==> config.mk <==
export PLATFORM = sky130hd
export DESIGN_NAME = ultrasonic_ranging_with_display_scan_core_flat
export DESIGN_NICKNAME = d
export VERILOG_FILES = /design/src/rtl/urds_pkg.sv /design/src/rtl/urds_req_if.sv /design/src/rtl/urds_rsp_if.sv /design/src/rtl/ultrasonic_ranging_with_display_scan_core.sv /design/src/flat_wrapper.sv
export SDC_FILE = /design/constraint.sdc
export NUM_CORES = 1
export LEC_CHECK = 0
export BUFFER_PORTS_ARGS = -buffer_cell sky130_fd_sc_hd__buf_4
export CAP_MARGIN = 20
export CORE_ASPECT_RATIO = 0.6
export CORE_MARGIN = 5
export CORE_UTILIZATION = 39
export CTS_CLUSTER_DIAMETER = 30
export DETAILED_ROUTE_END_ITERATION = 10
export GPL_TIMING_DRIVEN = 0
export HOLD_SLACK_MARGIN = 0.03
export SLEW_MARGIN = 5
export SYNTH_ARGS = -nofsm -noshare
export SYNTH_HDL_FRONTEND = slang
export SYNTH_SLANG_ARGS = --single-unit
==> constraint.sdc <==
create_clock -name clock -period 10.55 [get_ports clock]
set_clock_uncertainty 0.2 [all_clocks]
set_input_delay 0.5275 -clock clock [delete_from_list [all_inputs] [get_ports clock]]
set_output_delay 0.5275 -clock clock [all_outputs]
set_load 0.03 [all_outputs]
==> src/rtl/urds_pkg.sv <==
// Package for the ultrasonic ranging and display scan block: register indexes,
// phase encoding, result record and seven-segment helpers.
// No dependencies; compile before the interfaces and the core.
`default_nettype none

package urds_pkg;

   // Configuration port geometry
   localparam int CSR_IDX_W  = 3;
   localparam int CSR_DATA_W = 16;

   typedef enum logic [CSR_IDX_W-1:0] {
      CSR_SCAN_PERIOD    = 3'd0,
      CSR_MEASURE_PERIOD = 3'd1,
      CSR_BURST_HALF     = 3'd2,
      CSR_BURST_EDGES    = 3'd3,
      CSR_TIMEOUT        = 3'd4
   } csr_index_type;

   // Register reset values
   localparam logic [15:0] SCAN_PERIOD_RST    = 16'd1000;
   localparam logic [7:0]  MEASURE_PERIOD_RST = 8'd200;
   localparam logic [7:0]  BURST_HALF_RST     = 8'd12;
   localparam logic [7:0]  BURST_EDGES_RST    = 8'd20;
   localparam logic [15:0] TIMEOUT_RST        = 16'd65535;

   // Measurement sequencer, one-hot
   typedef enum logic [2:0] {
      PH_IDLE  = 3'b001,
      PH_BURST = 3'b010,
      PH_ECHO  = 3'b100
   } phase_type;

   // 17/1000 cm per microsecond, tracked as quotient and remainder
   localparam logic [9:0] CM_STEP    = 10'd17;
   localparam logic [9:0] CM_DIVISOR = 10'd1000;
   localparam logic [7:0] DIST_MAX   = 8'd255;

   localparam logic [7:0] SEG_DASH  = 8'hbf;
   localparam logic [7:0] SEG_BLANK = 8'hff;

   typedef struct packed {
      logic       tx_level;
      logic [7:0] digit_select;
      logic [7:0] segment_pattern;
      logic       distance_valid;
      logic [7:0] distance_cm;
      logic       timed_out;
   } rsp_payload_type;

   // Active-low segments for one decimal digit
   function automatic logic [7:0] seg_digit(input logic [3:0] digit);
      logic [7:0] seg;
      unique case (digit)
         4'd0:    seg = 8'hc0;
         4'd1:    seg = 8'hf9;
         4'd2:    seg = 8'ha4;
         4'd3:    seg = 8'hb0;
         4'd4:    seg = 8'h99;
         4'd5:    seg = 8'h92;
         4'd6:    seg = 8'h82;
         4'd7:    seg = 8'hf8;
         4'd8:    seg = 8'h80;
         4'd9:    seg = 8'h90;
         default: seg = SEG_BLANK;
      endcase
      return seg;
   endfunction

   // Split an 8-bit value into hundreds, tens and ones ({h, t, o})
   function automatic logic [11:0] to_bcd(input logic [7:0] value);
      logic [3:0]  hundreds;
      logic [6:0]  rest;
      logic [14:0] scaled;
      logic [3:0]  tens;
      logic [3:0]  ones;
      if (value >= 8'd200) begin
         hundreds = 4'd2;
         rest     = 7'(value - 8'd200);
      end else if (value >= 8'd100) begin
         hundreds = 4'd1;
         rest     = 7'(value - 8'd100);
      end else begin
         hundreds = 4'd0;
         rest     = value[6:0];
      end
      // rest < 100: x*205 >> 11 equals x/10 here
      scaled = 15'(rest) * 15'd205;
      tens   = scaled[14:11];
      ones   = 4'(rest - 7'(tens) * 7'd10);
      return {hundreds, tens, ones};
   endfunction

endpackage : urds_pkg

`default_nettype wire

==> src/rtl/urds_req_if.sv <==
// Input channel of the ranging block: one microsecond tick with the echo level.
// Stand-alone; no package needed.
`default_nettype none

interface urds_req_if;
   logic valid;
   logic ready;
   logic echo_level;

   modport source (output valid, output echo_level, input ready);
   modport sink   (input valid, input echo_level, output ready);
endinterface : urds_req_if

`default_nettype wire

==> src/rtl/urds_rsp_if.sv <==
// Result channel of the ranging block: transmit level, display drive and distance.
// Stand-alone; no package needed.
`default_nettype none

interface urds_rsp_if;
   logic       valid;
   logic       ready;
   logic       tx_level;
   logic [7:0] digit_select;
   logic [7:0] segment_pattern;
   logic       distance_valid;
   logic [7:0] distance_cm;
   logic       timed_out;

   modport source (output valid, output tx_level, output digit_select,
                   output segment_pattern, output distance_valid,
                   output distance_cm, output timed_out, input ready);
   modport sink   (input valid, input tx_level, input digit_select,
                   input segment_pattern, input distance_valid,
                   input distance_cm, input timed_out, output ready);
endinterface : urds_rsp_if

`default_nettype wire

==> src/rtl/ultrasonic_ranging_with_display_scan_core.sv <==
// Ultrasonic time-of-flight ranging with seven-segment display scan.
// An accepted tick beat's result is registered and appears in the cycle after.
// Throughput: one tick beat per cycle unless the sink stalls; the result
// register refills in the very cycle that the sink drains it.
// Reset: synchronous, active high; clears all counters and the sequencer and
// restores every configuration register to its default. No clearing pass.
`default_nettype none

module ultrasonic_ranging_with_display_scan_core #(
   parameter int DIGITS = 8
) (
   input  wire logic                            clock,
   input  wire logic                            reset,
   urds_req_if.sink                             req_bus,
   urds_rsp_if.source                           rsp_bus,
   input  wire logic                            csr_wr_en,
   input  wire logic [urds_pkg::CSR_IDX_W-1:0]  csr_index,
   input  wire logic [urds_pkg::CSR_DATA_W-1:0] csr_wdata
);
   import urds_pkg::*;

   // Display geometry: the four rightmost positions carry dash, h, t, o
   localparam logic [3:0] DIGIT_COUNT = 4'(DIGITS);
   localparam logic [3:0] FIRST_POS   = 4'(DIGITS - 4);

   // ------------------------------------------------------------------
   // Configuration registers
   // ------------------------------------------------------------------
   logic [15:0] scan_period_ff;
   logic [7:0]  measure_period_ff;
   logic [7:0]  burst_half_ff;
   logic [7:0]  burst_edges_ff;
   logic [15:0] timeout_ff;

   always_ff @(posedge clock) begin
      if (reset) begin
         scan_period_ff    <= SCAN_PERIOD_RST;
         measure_period_ff <= MEASURE_PERIOD_RST;
         burst_half_ff     <= BURST_HALF_RST;
         burst_edges_ff    <= BURST_EDGES_RST;
         timeout_ff        <= TIMEOUT_RST;
      end else if (csr_wr_en) begin
         // Writes to unused indexes fall through and are dropped
         unique case (csr_index_type'(csr_index))
            CSR_SCAN_PERIOD:    scan_period_ff    <= csr_wdata;
            CSR_MEASURE_PERIOD: measure_period_ff <= csr_wdata[7:0];
            CSR_BURST_HALF:     burst_half_ff     <= csr_wdata[7:0];
            CSR_BURST_EDGES:    burst_edges_ff    <= csr_wdata[7:0];
            CSR_TIMEOUT:        timeout_ff        <= csr_wdata;
            default: ;
         endcase
      end
   end

   // ------------------------------------------------------------------
   // Handshake: the result register parts the two sides. A tick beat is
   // taken whenever the result register is empty or being drained.
   // ------------------------------------------------------------------
   logic            rsp_valid_ff;
   rsp_payload_type rsp_ff;
   logic            req_fire;

   assign req_bus.ready = !rsp_valid_ff || rsp_bus.ready;
   assign req_fire      = req_bus.valid && req_bus.ready;

   // ------------------------------------------------------------------
   // Timing and sequencer state
   // ------------------------------------------------------------------
   logic [15:0] tick_count_ff,   tick_count_in;
   logic [7:0]  scan_count_ff,   scan_count_in;
   logic [2:0]  digit_index_ff,  digit_index_in;
   logic        measure_pending_ff, measure_pending_in;
   phase_type   phase_ff,        phase_in;
   logic [7:0]  half_count_ff,   half_count_in;
   logic [7:0]  edge_count_ff,   edge_count_in;
   logic [15:0] echo_count_ff,   echo_count_in;
   logic        tx_state_ff,     tx_state_in;
   logic [7:0]  last_distance_ff, last_distance_in;
   logic        last_timeout_ff, last_timeout_in;
   // Running floor(echo_count * 17 / 1000): quotient saturates at 255
   logic [7:0]  dist_q_ff,       dist_q_in;
   logic [9:0]  dist_rem_ff,     dist_rem_in;
   logic        done_in;

   // Scratch values of the update
   logic [15:0] tick_inc;
   logic [7:0]  scan_inc;
   logic [3:0]  digit_inc;
   logic        pending_mid;
   logic [7:0]  half_inc;
   logic [7:0]  edge_inc;
   logic [15:0] echo_inc;
   logic [9:0]  rem_step;

   always_comb begin
      tick_count_in      = tick_count_ff;
      scan_count_in      = scan_count_ff;
      digit_index_in     = digit_index_ff;
      phase_in           = phase_ff;
      half_count_in      = half_count_ff;
      edge_count_in      = edge_count_ff;
      echo_count_in      = echo_count_ff;
      tx_state_in        = tx_state_ff;
      last_distance_in   = last_distance_ff;
      last_timeout_in    = last_timeout_ff;
      dist_q_in          = dist_q_ff;
      dist_rem_in        = dist_rem_ff;
      done_in            = 1'b0;
      pending_mid        = measure_pending_ff;
      measure_pending_in = measure_pending_ff;

      tick_inc  = tick_count_ff + 16'd1;
      scan_inc  = scan_count_ff + 8'd1;
      digit_inc = {1'b0, digit_index_ff} + 4'd1;
      half_inc  = half_count_ff + 8'd1;
      edge_inc  = edge_count_ff + 8'd1;
      echo_inc  = echo_count_ff + 16'd1;
      rem_step  = dist_rem_ff + CM_STEP;

      // Display scan first; a finished scan period may arm a measurement
      tick_count_in = tick_inc;
      if (tick_inc >= scan_period_ff) begin
         tick_count_in = '0;
         // Wrap the 3-bit index, then again at the display width
         digit_index_in = (digit_inc[2:0] >= 3'(DIGIT_COUNT) && DIGIT_COUNT != 4'd8)
                        ? 3'd0 : digit_inc[2:0];
         scan_count_in  = scan_inc;
         if (scan_inc >= measure_period_ff) begin
            scan_count_in = '0;
            pending_mid   = 1'b1;
         end
      end
      measure_pending_in = pending_mid;

      // Measurement sequencer sees the trigger of this same tick
      unique case (phase_ff)
         PH_IDLE: begin
            tx_state_in = 1'b0;
            if (pending_mid) begin
               measure_pending_in = 1'b0;
               phase_in           = PH_BURST;
               half_count_in      = '0;
               edge_count_in      = '0;
            end
         end
         PH_BURST: begin
            half_count_in = half_inc;
            if (half_inc >= burst_half_ff) begin
               half_count_in = '0;
               tx_state_in   = !tx_state_ff;
               edge_count_in = edge_inc;
               if (edge_inc >= burst_edges_ff) begin
                  // Burst over: hold tx low and start timing the echo
                  phase_in      = PH_ECHO;
                  echo_count_in = '0;
                  dist_q_in     = '0;
                  dist_rem_in   = '0;
                  tx_state_in   = 1'b0;
               end
            end
         end
         PH_ECHO: begin
            tx_state_in = 1'b0;
            if (!req_bus.echo_level) begin
               last_distance_in = dist_q_ff;
               last_timeout_in  = 1'b0;
               done_in          = 1'b1;
               phase_in         = PH_IDLE;
            end else begin
               echo_count_in = echo_inc;
               // Advance the running quotient; once at 255 it stays there
               if (dist_q_ff != DIST_MAX) begin
                  if (rem_step >= CM_DIVISOR) begin
                     dist_rem_in = rem_step - CM_DIVISOR;
                     dist_q_in   = dist_q_ff + 8'd1;
                  end else begin
                     dist_rem_in = rem_step;
                  end
               end
               if (echo_inc >= timeout_ff) begin
                  last_distance_in = DIST_MAX;
                  last_timeout_in  = 1'b1;
                  done_in          = 1'b1;
                  phase_in         = PH_IDLE;
               end
            end
         end
         default: begin
            phase_in = PH_IDLE;
         end
      endcase
   end

   // Segment byte for the newly selected position
   logic [3:0]  disp_pos;
   logic [3:0]  disp_offset;
   logic [11:0] disp_bcd;
   logic [7:0]  seg_in;

   always_comb begin
      disp_pos    = {1'b0, digit_index_in};
      disp_offset = disp_pos - FIRST_POS;
      disp_bcd    = to_bcd(last_distance_in);
      seg_in      = SEG_BLANK;
      if (disp_pos >= FIRST_POS) begin
         unique case (disp_offset[1:0])
            2'd0: seg_in = SEG_DASH;
            2'd1: seg_in = seg_digit(disp_bcd[11:8]);
            2'd2: seg_in = seg_digit(disp_bcd[7:4]);
            2'd3: seg_in = seg_digit(disp_bcd[3:0]);
            default: seg_in = SEG_BLANK;
         endcase
      end
   end

   // Advance state only on an accepted tick beat
   always_ff @(posedge clock) begin
      if (reset) begin
         tick_count_ff      <= '0;
         scan_count_ff      <= '0;
         digit_index_ff     <= '0;
         measure_pending_ff <= 1'b0;
         phase_ff           <= PH_IDLE;
         half_count_ff      <= '0;
         edge_count_ff      <= '0;
         echo_count_ff      <= '0;
         tx_state_ff        <= 1'b0;
         last_distance_ff   <= '0;
         last_timeout_ff    <= 1'b0;
         dist_q_ff          <= '0;
         dist_rem_ff        <= '0;
      end else if (req_fire) begin
         tick_count_ff      <= tick_count_in;
         scan_count_ff      <= scan_count_in;
         digit_index_ff     <= digit_index_in;
         measure_pending_ff <= measure_pending_in;
         phase_ff           <= phase_in;
         half_count_ff      <= half_count_in;
         edge_count_ff      <= edge_count_in;
         echo_count_ff      <= echo_count_in;
         tx_state_ff        <= tx_state_in;
         last_distance_ff   <= last_distance_in;
         last_timeout_ff    <= last_timeout_in;
         dist_q_ff          <= dist_q_in;
         dist_rem_ff        <= dist_rem_in;
      end
   end

   // ------------------------------------------------------------------
   // Result register: load on a tick beat, drop the valid once drained
   // ------------------------------------------------------------------
   always_ff @(posedge clock) begin
      if (reset) begin
         rsp_valid_ff <= 1'b0;
      end else if (req_fire) begin
         rsp_valid_ff <= 1'b1;
      end else if (rsp_bus.ready) begin
         rsp_valid_ff <= 1'b0;
      end
   end

   always_ff @(posedge clock) begin
      if (req_fire) begin
         rsp_ff.tx_level        <= tx_state_in;
         rsp_ff.digit_select    <= 8'b1 << digit_index_in;
         rsp_ff.segment_pattern <= seg_in;
         rsp_ff.distance_valid  <= done_in;
         rsp_ff.distance_cm     <= last_distance_in;
         rsp_ff.timed_out       <= last_timeout_in;
      end
   end

   assign rsp_bus.valid           = rsp_valid_ff;
   assign rsp_bus.tx_level        = rsp_ff.tx_level;
   assign rsp_bus.digit_select    = rsp_ff.digit_select;
   assign rsp_bus.segment_pattern = rsp_ff.segment_pattern;
   assign rsp_bus.distance_valid  = rsp_ff.distance_valid;
   assign rsp_bus.distance_cm     = rsp_ff.distance_cm;
   assign rsp_bus.timed_out       = rsp_ff.timed_out;

   // ------------------------------------------------------------------
   // Assertions
   // ------------------------------------------------------------------
   // The transmit pin only toggles inside a burst
   assert property (@(posedge clock) disable iff (reset)
      (phase_ff != PH_BURST) |-> !tx_state_ff)
      else $error("tx high outside burst");

   // A timed-out measurement always reports the out-of-range distance
   assert property (@(posedge clock) disable iff (reset)
      (rsp_valid_ff && rsp_ff.timed_out) |-> (rsp_ff.distance_cm == DIST_MAX))
      else $error("timeout without saturated distance");

   // The scan never selects a position beyond the display
   assert property (@(posedge clock) disable iff (reset)
      ({1'b0, digit_index_ff} < DIGIT_COUNT))
      else $error("digit index beyond display");

   // Every accepted tick leaves a result beat waiting
   assert property (@(posedge clock) disable iff (reset)
      req_fire |=> rsp_valid_ff)
      else $error("tick accepted without result");

endmodule : ultrasonic_ranging_with_display_scan_core

`default_nettype wire

==> src/flat_wrapper.sv <==
// flat-port wrapper written by rule: the top's interface ports become plain ports
module ultrasonic_ranging_with_display_scan_core_flat import urds_pkg::*;
#(
   parameter int DIGITS = 8
)
  (clock, reset, csr_wr_en, csr_index, csr_wdata, req_bus_valid, req_bus_echo_level, req_bus_ready, rsp_bus_valid, rsp_bus_tx_level, rsp_bus_digit_select, rsp_bus_segment_pattern, rsp_bus_distance_valid, rsp_bus_distance_cm, rsp_bus_timed_out, rsp_bus_ready);
  urds_req_if req_bus_i ();
  urds_rsp_if rsp_bus_i ();
  input  wire logic clock;
  input  wire logic reset;
  input  wire logic csr_wr_en;
  input  wire logic [urds_pkg::CSR_IDX_W-1:0] csr_index;
  input  wire logic [urds_pkg::CSR_DATA_W-1:0] csr_wdata;
  input wire logic [$bits(req_bus_i.valid)-1:0] req_bus_valid;
  input wire logic [$bits(req_bus_i.echo_level)-1:0] req_bus_echo_level;
  output wire logic [$bits(req_bus_i.ready)-1:0] req_bus_ready;
  output wire logic [$bits(rsp_bus_i.valid)-1:0] rsp_bus_valid;
  output wire logic [$bits(rsp_bus_i.tx_level)-1:0] rsp_bus_tx_level;
  output wire logic [$bits(rsp_bus_i.digit_select)-1:0] rsp_bus_digit_select;
  output wire logic [$bits(rsp_bus_i.segment_pattern)-1:0] rsp_bus_segment_pattern;
  output wire logic [$bits(rsp_bus_i.distance_valid)-1:0] rsp_bus_distance_valid;
  output wire logic [$bits(rsp_bus_i.distance_cm)-1:0] rsp_bus_distance_cm;
  output wire logic [$bits(rsp_bus_i.timed_out)-1:0] rsp_bus_timed_out;
  input wire logic [$bits(rsp_bus_i.ready)-1:0] rsp_bus_ready;
  assign req_bus_i.valid = req_bus_valid;
  assign req_bus_i.echo_level = req_bus_echo_level;
  assign req_bus_ready = req_bus_i.ready;
  assign rsp_bus_valid = rsp_bus_i.valid;
  assign rsp_bus_tx_level = rsp_bus_i.tx_level;
  assign rsp_bus_digit_select = rsp_bus_i.digit_select;
  assign rsp_bus_segment_pattern = rsp_bus_i.segment_pattern;
  assign rsp_bus_distance_valid = rsp_bus_i.distance_valid;
  assign rsp_bus_distance_cm = rsp_bus_i.distance_cm;
  assign rsp_bus_timed_out = rsp_bus_i.timed_out;
  assign rsp_bus_i.ready = rsp_bus_ready;
  ultrasonic_ranging_with_display_scan_core #(.DIGITS(DIGITS)) u_core (.clock(clock), .reset(reset), .req_bus(req_bus_i), .rsp_bus(rsp_bus_i), .csr_wr_en(csr_wr_en), .csr_index(csr_index), .csr_wdata(csr_wdata));
endmodule
Word-level counts from Yosys, hierarchy flattened
Memories as Yosys holds them, arrays and structs flattened.
Index checks and enable logic that the tools add are counted.
{ "classes": {"muxes": 51, "order_cmp": 9, "n_reduce_logical": 22, "div_mod_pow": 0, "bitwise_logic": 0, "add_sub_neg": 13, "n_shift": 1, "eq_ne": 18, "n_mul": 2} }
{ "ops": {"columns": ["operator", "n"], "rows": [
  ["8-bit two-way mux", 12],
  ["16-bit two-way mux", 4],
  ["10-bit two-way mux", 5],
  ["8-bit case mux with 2 select lines", 3],
  ["16-bit by 1-bit adder with 16-bit output (second input constant)", 2],
  ["8-bit by 1-bit adder with 8-bit output (second input constant)", 4],
  ["16-bit greater-or-equal comparator", 2],
  ["16-bit case mux with 2 select lines", 1],
  ["8-bit case mux with 4 select lines", 1],
  ["8-bit greater-or-equal comparator", 3],
  ["10-bit case mux with 2 select lines", 1],
  ["3-bit two-way mux", 6],
  ["7-bit by 8-bit multiplier with 15-bit output (second input constant)", 1],
  ["7-bit two-way mux", 2],
  ["7-bit subtractor (second input constant)", 2],
  ["1-bit two-way mux", 13],
  ["2-bit AND reduction", 6],
  ["10-bit by 5-bit adder with 10-bit output (second input constant)", 1],
  ["10-bit greater-or-equal comparator (second input constant)", 1],
  ["2-bit by 1-bit inequality test with 1-bit output (second input constant)", 5],
  ["5-bit AND reduction", 2],
  ["10-bit subtractor (second input constant)", 1],
  ["3-bit by 2-bit == test with 1-bit output (second input constant)", 3],
  ["3-bit case mux with 3 select lines", 1],
  ["other kinds (28)", 34]
]} }
{ "word_totals": {"latch_bits": 0, "regBits": 175, "mem_count": 3, "inputBits": 25, "rom_bits": 336, "mem_bits_rw": 0} }
{ "memory_table": {"columns": ["memory", "words", "width", "rd", "rd_ports_with_merged_regs", "wr", "line_no", "rtl"], "rows": [
  ["(name not given)", 16, 7, 1, 0, 0, "urds_pkg.sv:54", "unique case (digit)"],
  ["(name not given)", 16, 7, 1, 0, 0, "urds_pkg.sv:54", null],
  ["(name not given)", 16, 7, 1, 0, 0, "urds_pkg.sv:54", null]
]} }

Longest topological paths before layout
An unclocked memory read counts as a cell.
{ "logic_depth": {"word_depth": 13, "mapped_depth": 44} }

Least setup slack after synthesis
No wires, ideal clock.
{ "synth_path": {"path_kind": "reg2reg", "start": "reg u_core.echo_count_ff[0]", "end": "reg, netlist name u_core.rsp_bus.segment_pattern[2]", "arrival_ps": 9553, "path_slack_ps": 525, "required_ps": 10078, "path_stages_with_launch": 43, "path_buffers": 0, "cell_sequence": "dfxtp_1 -> nand3_1 -> nor2_1 -> and3_1 -> and3_1 -> and3_1 -> and3_1 -> nand3_1 -> xnor2_1 -> ha_1 -> nand4_1 -> or4_4 -> a221o_1 -> a31oi_4 -> o22ai_1 -> inv_1 -> ha_1 -> o221ai_1 -> [7 not listed] -> fa_1 -> ha_1 -> ha_1 -> ha_1 -> a21o_1 -> a21o_1 -> a21oi_1 -> inv_1 -> a21oi_1 -> o21ai_0 -> xnor2_1 -> inv_1 -> fa_1 -> xnor2_1 -> xnor2_1 -> xnor3_2 -> and3b_1 -> or4_1"} }
{ "synth_via": {"elab_chain_cells": 13} }
{ "synth_lines": {"columns": ["element", "line_no", "rtl"], "rows": [
  ["start: declaration", "ultrasonic_ranging_with_display_scan_core.sv:76", "logic [15:0] echo_count_ff, echo_count_in;"],
  ["start signal: assignment", "ultrasonic_ranging_with_display_scan_core.sv:240", "echo_count_ff <= echo_count_in;"],
  ["16-bit by 1-bit adder with 16-bit output *", "ultrasonic_ranging_with_display_scan_core.sv:117", "echo_inc = echo_count_ff + 16'd1;"],
  ["16-bit greater-or-equal comparator *", "ultrasonic_ranging_with_display_scan_core.sv:180", "if (echo_inc >= timeout_ff) begin"],
  ["8-bit two-way mux *", "ultrasonic_ranging_with_display_scan_core.sv:180", null],
  ["8-bit two-way mux *", "ultrasonic_ranging_with_display_scan_core.sv:164", "if (!req_bus.echo_level) begin"],
  ["8-bit two-way mux *", "ultrasonic_ranging_with_display_scan_core.sv:136", "unique case (phase_ff)"],
  ["net u_core.last_distance_in[2]", "ultrasonic_ranging_with_display_scan_core.sv:78", "logic [7:0] last_distance_ff, last_distance_in;"],
  ["7-bit subtractor or 8-bit by 7-bit greater-or-equal comparator with 1-bit output (tied branches)", "urds_pkg.sv:82, urds_pkg.sv:80", null],
  ["7-bit two-way mux", "urds_pkg.sv:80", "end else if (value >= 8'd100) begin"],
  ["7-bit two-way mux", "urds_pkg.sv:77", "if (value >= 8'd200) begin"],
  ["7-bit by 8-bit multiplier with 15-bit output", "urds_pkg.sv:88", "scaled = 15'(rest) * 15'd205;"],
  ["4-bit by 3-bit multiplier with 3-bit output", "urds_pkg.sv:90", "ones = 4'(rest - 7'(tens) * 7'd10);"],
  ["4-bit subtractor", "urds_pkg.sv:90", null],
  ["memory read 16 x 7 bit", null, null],
  ["8-bit case mux with 4 select lines *", "ultrasonic_ranging_with_display_scan_core.sv:206", "unique case (disp_offset[1:0])"]
]} }
Mark *: on every way through the listed nets, which the timed path passes. The rest lies on a longest branch. The select of a mux whose other input is x is not followed.
A chain may end at the register's enable or synchronous reset.

Worst setup path after layout
{ "layout_path": {"start": "reg u_core.echo_count_ff[2]", "end": "reg, netlist name u_core.rsp_bus.segment_pattern[6]"} }
{ "layout_via": {"elab_chain_cells": 13} }
{ "layout_lines": {"columns": ["element", "line_no"], "rows": [
  ["16-bit by 1-bit adder with 16-bit output *", "ultrasonic_ranging_with_display_scan_core.sv:117"],
  ["16-bit greater-or-equal comparator *", "ultrasonic_ranging_with_display_scan_core.sv:180"],
  ["8-bit two-way mux *", "ultrasonic_ranging_with_display_scan_core.sv:180"],
  ["8-bit two-way mux *", "ultrasonic_ranging_with_display_scan_core.sv:164"],
  ["8-bit two-way mux *", "ultrasonic_ranging_with_display_scan_core.sv:136"],
  ["net u_core.last_distance_in[2]", "ultrasonic_ranging_with_display_scan_core.sv:78"],
  ["7-bit subtractor or 8-bit by 7-bit greater-or-equal comparator with 1-bit output (tied branches)", "urds_pkg.sv:82, urds_pkg.sv:80"],
  ["7-bit two-way mux", "urds_pkg.sv:80"],
  ["7-bit two-way mux", "urds_pkg.sv:77"],
  ["7-bit by 8-bit multiplier with 15-bit output", "urds_pkg.sv:88"],
  ["4-bit by 3-bit multiplier with 3-bit output", "urds_pkg.sv:90"],
  ["4-bit subtractor", "urds_pkg.sv:90"],
  ["memory read 16 x 7 bit", null],
  ["8-bit case mux with 4 select lines *", "ultrasonic_ranging_with_display_scan_core.sv:206"]
]} }
Marks and branches as above.

==> summary.txt <==
STA
  • Max-slew headroom: 0.303
  • Hold Vio Cnt, Final: 0
  • Final setup viols: 0
  • Tcrit/Tclk final: 0.966
  • Least-Margin Pin Slew: 1.04 ns
  • Final Max Tran Viols: 0
  • Smallest hold slack: between 0.09 and 0.1 ns
  • F_max: 0.0981 GHz
  • Tmin final: between 10 and 15 ns

Drt
  • Final WL: around 31 mm
  • Initial DRC count: between 800 and 900
  • First-pass iteration count of the detailed router: 5
  • Post-route ant nets: 0
  • Drt wl/cell: 17.4 um
  • Via/cell ratio: roughly 5.4
  • DRC Markers: 0
  • DR vias: 9540

Clocking
  • Clk pin slew, worst setup/hold paths: 0.07 ns
  • CTS buffer count: 17
  • Cts-stage hold buffer count: 0
  • Clock H-tree levels: 4
  • Max Root-Sink Buffers: 2
  • CTS Sinks: between 150 and 200
  • Worst skew pair latency: 0.45 ns
  • Root Buffer: clkbuf_16
  • CTS tree: built

Yosys
  • Area leader, netlist: dfxtp_1
  • Largest family of logic cells by synthesized area: simple AND/OR/NAND/NOR gates
  • XOR/XNOR share of the synthesized area: 0.0678
  • Synth warnings: 0
  • Commonest cells in the netlist: nand2_1, dfxtp_1, nor2_1
  • Post-synthesis sequential area ratio: 0.342
  • Post-synth top area share: 0.271
  • Netlist cell types: 77
  • Simple-gate portion of the synthesized area: 0.213
  • Fraction of registers with async set/reset: 0
  • Synth Area in Compound Gates: 0.164
  • Fraction of synthesized area in multiplexers: 0.0149
  • Syn Std Cell Area: 10900 um^2
  • Synth Net Count: 1449
  • EDFF count, synth: 26
  • Main synth FF type: dfxtp_1
  • Top post-synthesis cells by area: dfxtp_1, ha_1, edfxtp_1
  • Syn_area_per_cell: 8.41 um^2
  • Synth Register Bits: 174
  • Mapped Cells: 1300
  • Most common cell in the synthesized netlist: nand2_1
  • Adder-Cell Fraction of Synth Area: 0.148

Global route
  • GR Overflow Total: 0
  • GR Util All Layers: 0.194
  • Vias in the first global route: 8765
  • Initial antenna violation count: 0
  • First-pass GRT wire length: 48.6 mm
  • Largest net degree at the start of global routing: 32

Placed design
  • I/O Buffers: roughly 50
  • RePlAce Congestion: 0.883
  • DP Wirelength: 23.3 mm
  • Placed cell areas: 11800 um^2

Die
  • Initial Util: 0.396
  • DIE HEIGHT: approximately 140 um
  • Core Area: 27600 um^2
  • Row Count: 47
  • Die area: 31600 um^2
  • IO Count: 54
  • Die width: 226 um

Worst setup path
  • CP dominant cell by count: ha_1
  • RR Startpoint: u_core.echo_count_ff[2]
  • Worst Path Max Fanout: 10
  • Crit end category: register
  • Worst r2r dst: u_core.rsp_bus.segment_pattern[6]
  • Crit path launch: u_core.echo_count_ff[2]
  • R2R depth: 41
  • Critical path type: register to register
  • CP Launch Type: register
  • Slowest stage delay, CP: 0.59 ns
  • R2R setup slack: 0.36 ns
  • CP max-delay cell: or4_4
  • Worst Path Required: 10.53 ns
  • Critical path arrival: 10.17 ns

Pwr
  • PwrDens: 111 nW/um^2
  • Leak pwr: approximately 0.0058 uW
  • VDD IR max: roughly 0.1 mV

Flow run
  • Max Cap Viol: 0

Layout
  • Fraction of layout cells with a size suffix above 1: 0.110
  • N_diodes: 0
  • Post-route cell area: 12700 um^2
  • Fillers: 2725
  • Fin nets: 1540
  • Synth-to-Final Area Change: 15.9%

Worst hold path
  • Hold Startpoint: csr_wdata[8]
  • Hold depth: 2
  • Hold Path End: u_core.scan_period_ff[8]
  • Worst hold path class: primary input to register

Status
  • Status: finished clean
sequential cells by signal (all words and copies together), names as in the netlist, 10 cells and up:
name and flops:
u_core.echo_count_ff 16, u_core.scan_period_ff 16, u_core.tick_count_ff 16, u_core.timeout_ff 16
u_core.dist_rem_ff 10
layout make-up:
type                       instances  area [um^2]  share of cell area
clock inverter                    10         76.3             0.00602
clock buffer                      22          495              0.0391
tap                              367          459              0.0362
sequential                       174         3750               0.296
multi-input combinational        982         6800               0.536
inverter                          95          357              0.0281
timing repair buffer              71          543              0.0428
buffer                            50          193              0.0152
worst max path at each step:
| stage | endpoint | cells after the start |
|---|---|---|
| after global routing | u_core.rsp_bus.segment_pattern[6] | 40 |
| final | u_core.rsp_bus.segment_pattern[6] | 41 |
| after global placement | u_core.rsp_bus.segment_pattern[2] | 42 |
| after detailed placement | u_core.rsp_bus.segment_pattern[2] | 42 |
| after CTS | u_core.rsp_bus.segment_pattern[2] | 42 |
| after floorplan | u_core.rsp_bus.segment_pattern[2] | 42 |
timing repair:
item                       CTS  global route
resized for setup           15            24
cloned                       1             0
pin swaps                    6            14
setup buffers                8            10
setup endpoints to repair    7             7
critical path, delay by kind of cell (launching register included):
family / cells / cell delay, ns
AO/OA/AOI/OAI: 11 / 2.20
adder cells (fa/ha/maj): 9 / 3.06
buffers and inverters: 5 / 0.55
AND/OR/NAND/NOR: 13 / 2.86
XOR/XNOR: 3 / 0.65
flip-flops: 1 / 0.37
layout by cell type, fill, tap and decap left out, types with 7 or more instances in the layout:
cell / n
nand2_1: 165
dfxtp_1: 143
nor2_1: 133
ha_1: 115
a21oi_1: 102
inv_1: 91
buf_4: 70
clkbuf_1: 48
xor2_1: 46
nand3_1: 38
nand3b_1: 38
o21ai_0: 33
xnor2_1: 30
a21o_1: 28
edfxtp_1: 26
and3_1: 21
clkbuf_16: 18
nor3_1: 17
a22oi_1: 16
mux2i_1: 14
nand2b_1: 13
a211o_1: 11
nand4_1: 9
fa_1: 8
a31oi_1: 7
metrics by stage:
stage	TNS (ns)	utilization	setup slack [ns]	cells	total power [uW]
floorplan	0	-	0.525	1300	751
global placement	-7.23	0.427	-1.15	1718	790
detailed placement	-7.59	0.428	-1.21	1720	793
CTS	0	0.454	0.0397	1761	1420
global route	-0.128	0.460	-0.0508	1771	1450
finish	0	0.460	0.358	1771	1400
where the power goes:
group	total, uW	internal [uW]	switching (uW)
registers	687	682	5.04
clock network	623	337	286
logic	90.7	28.8	62.0
metal layers:
metal  track usage  part of all wire
met4        0.0408            0.0095
met3        0.0471             0.068
met1         0.310              0.53
met2         0.259              0.39
met5             0                 0
cells by family after synthesis:
family,count (synthesis)
DFF,174
AOI/OAI and AO/OA,270
buffers and inverters,145
adders and majority gates,124
muxes,16
other,1
xor gates and xnor gates,82
and+or+nand+nor,488
No activity file was read; power rests on OpenSTA's default activity.
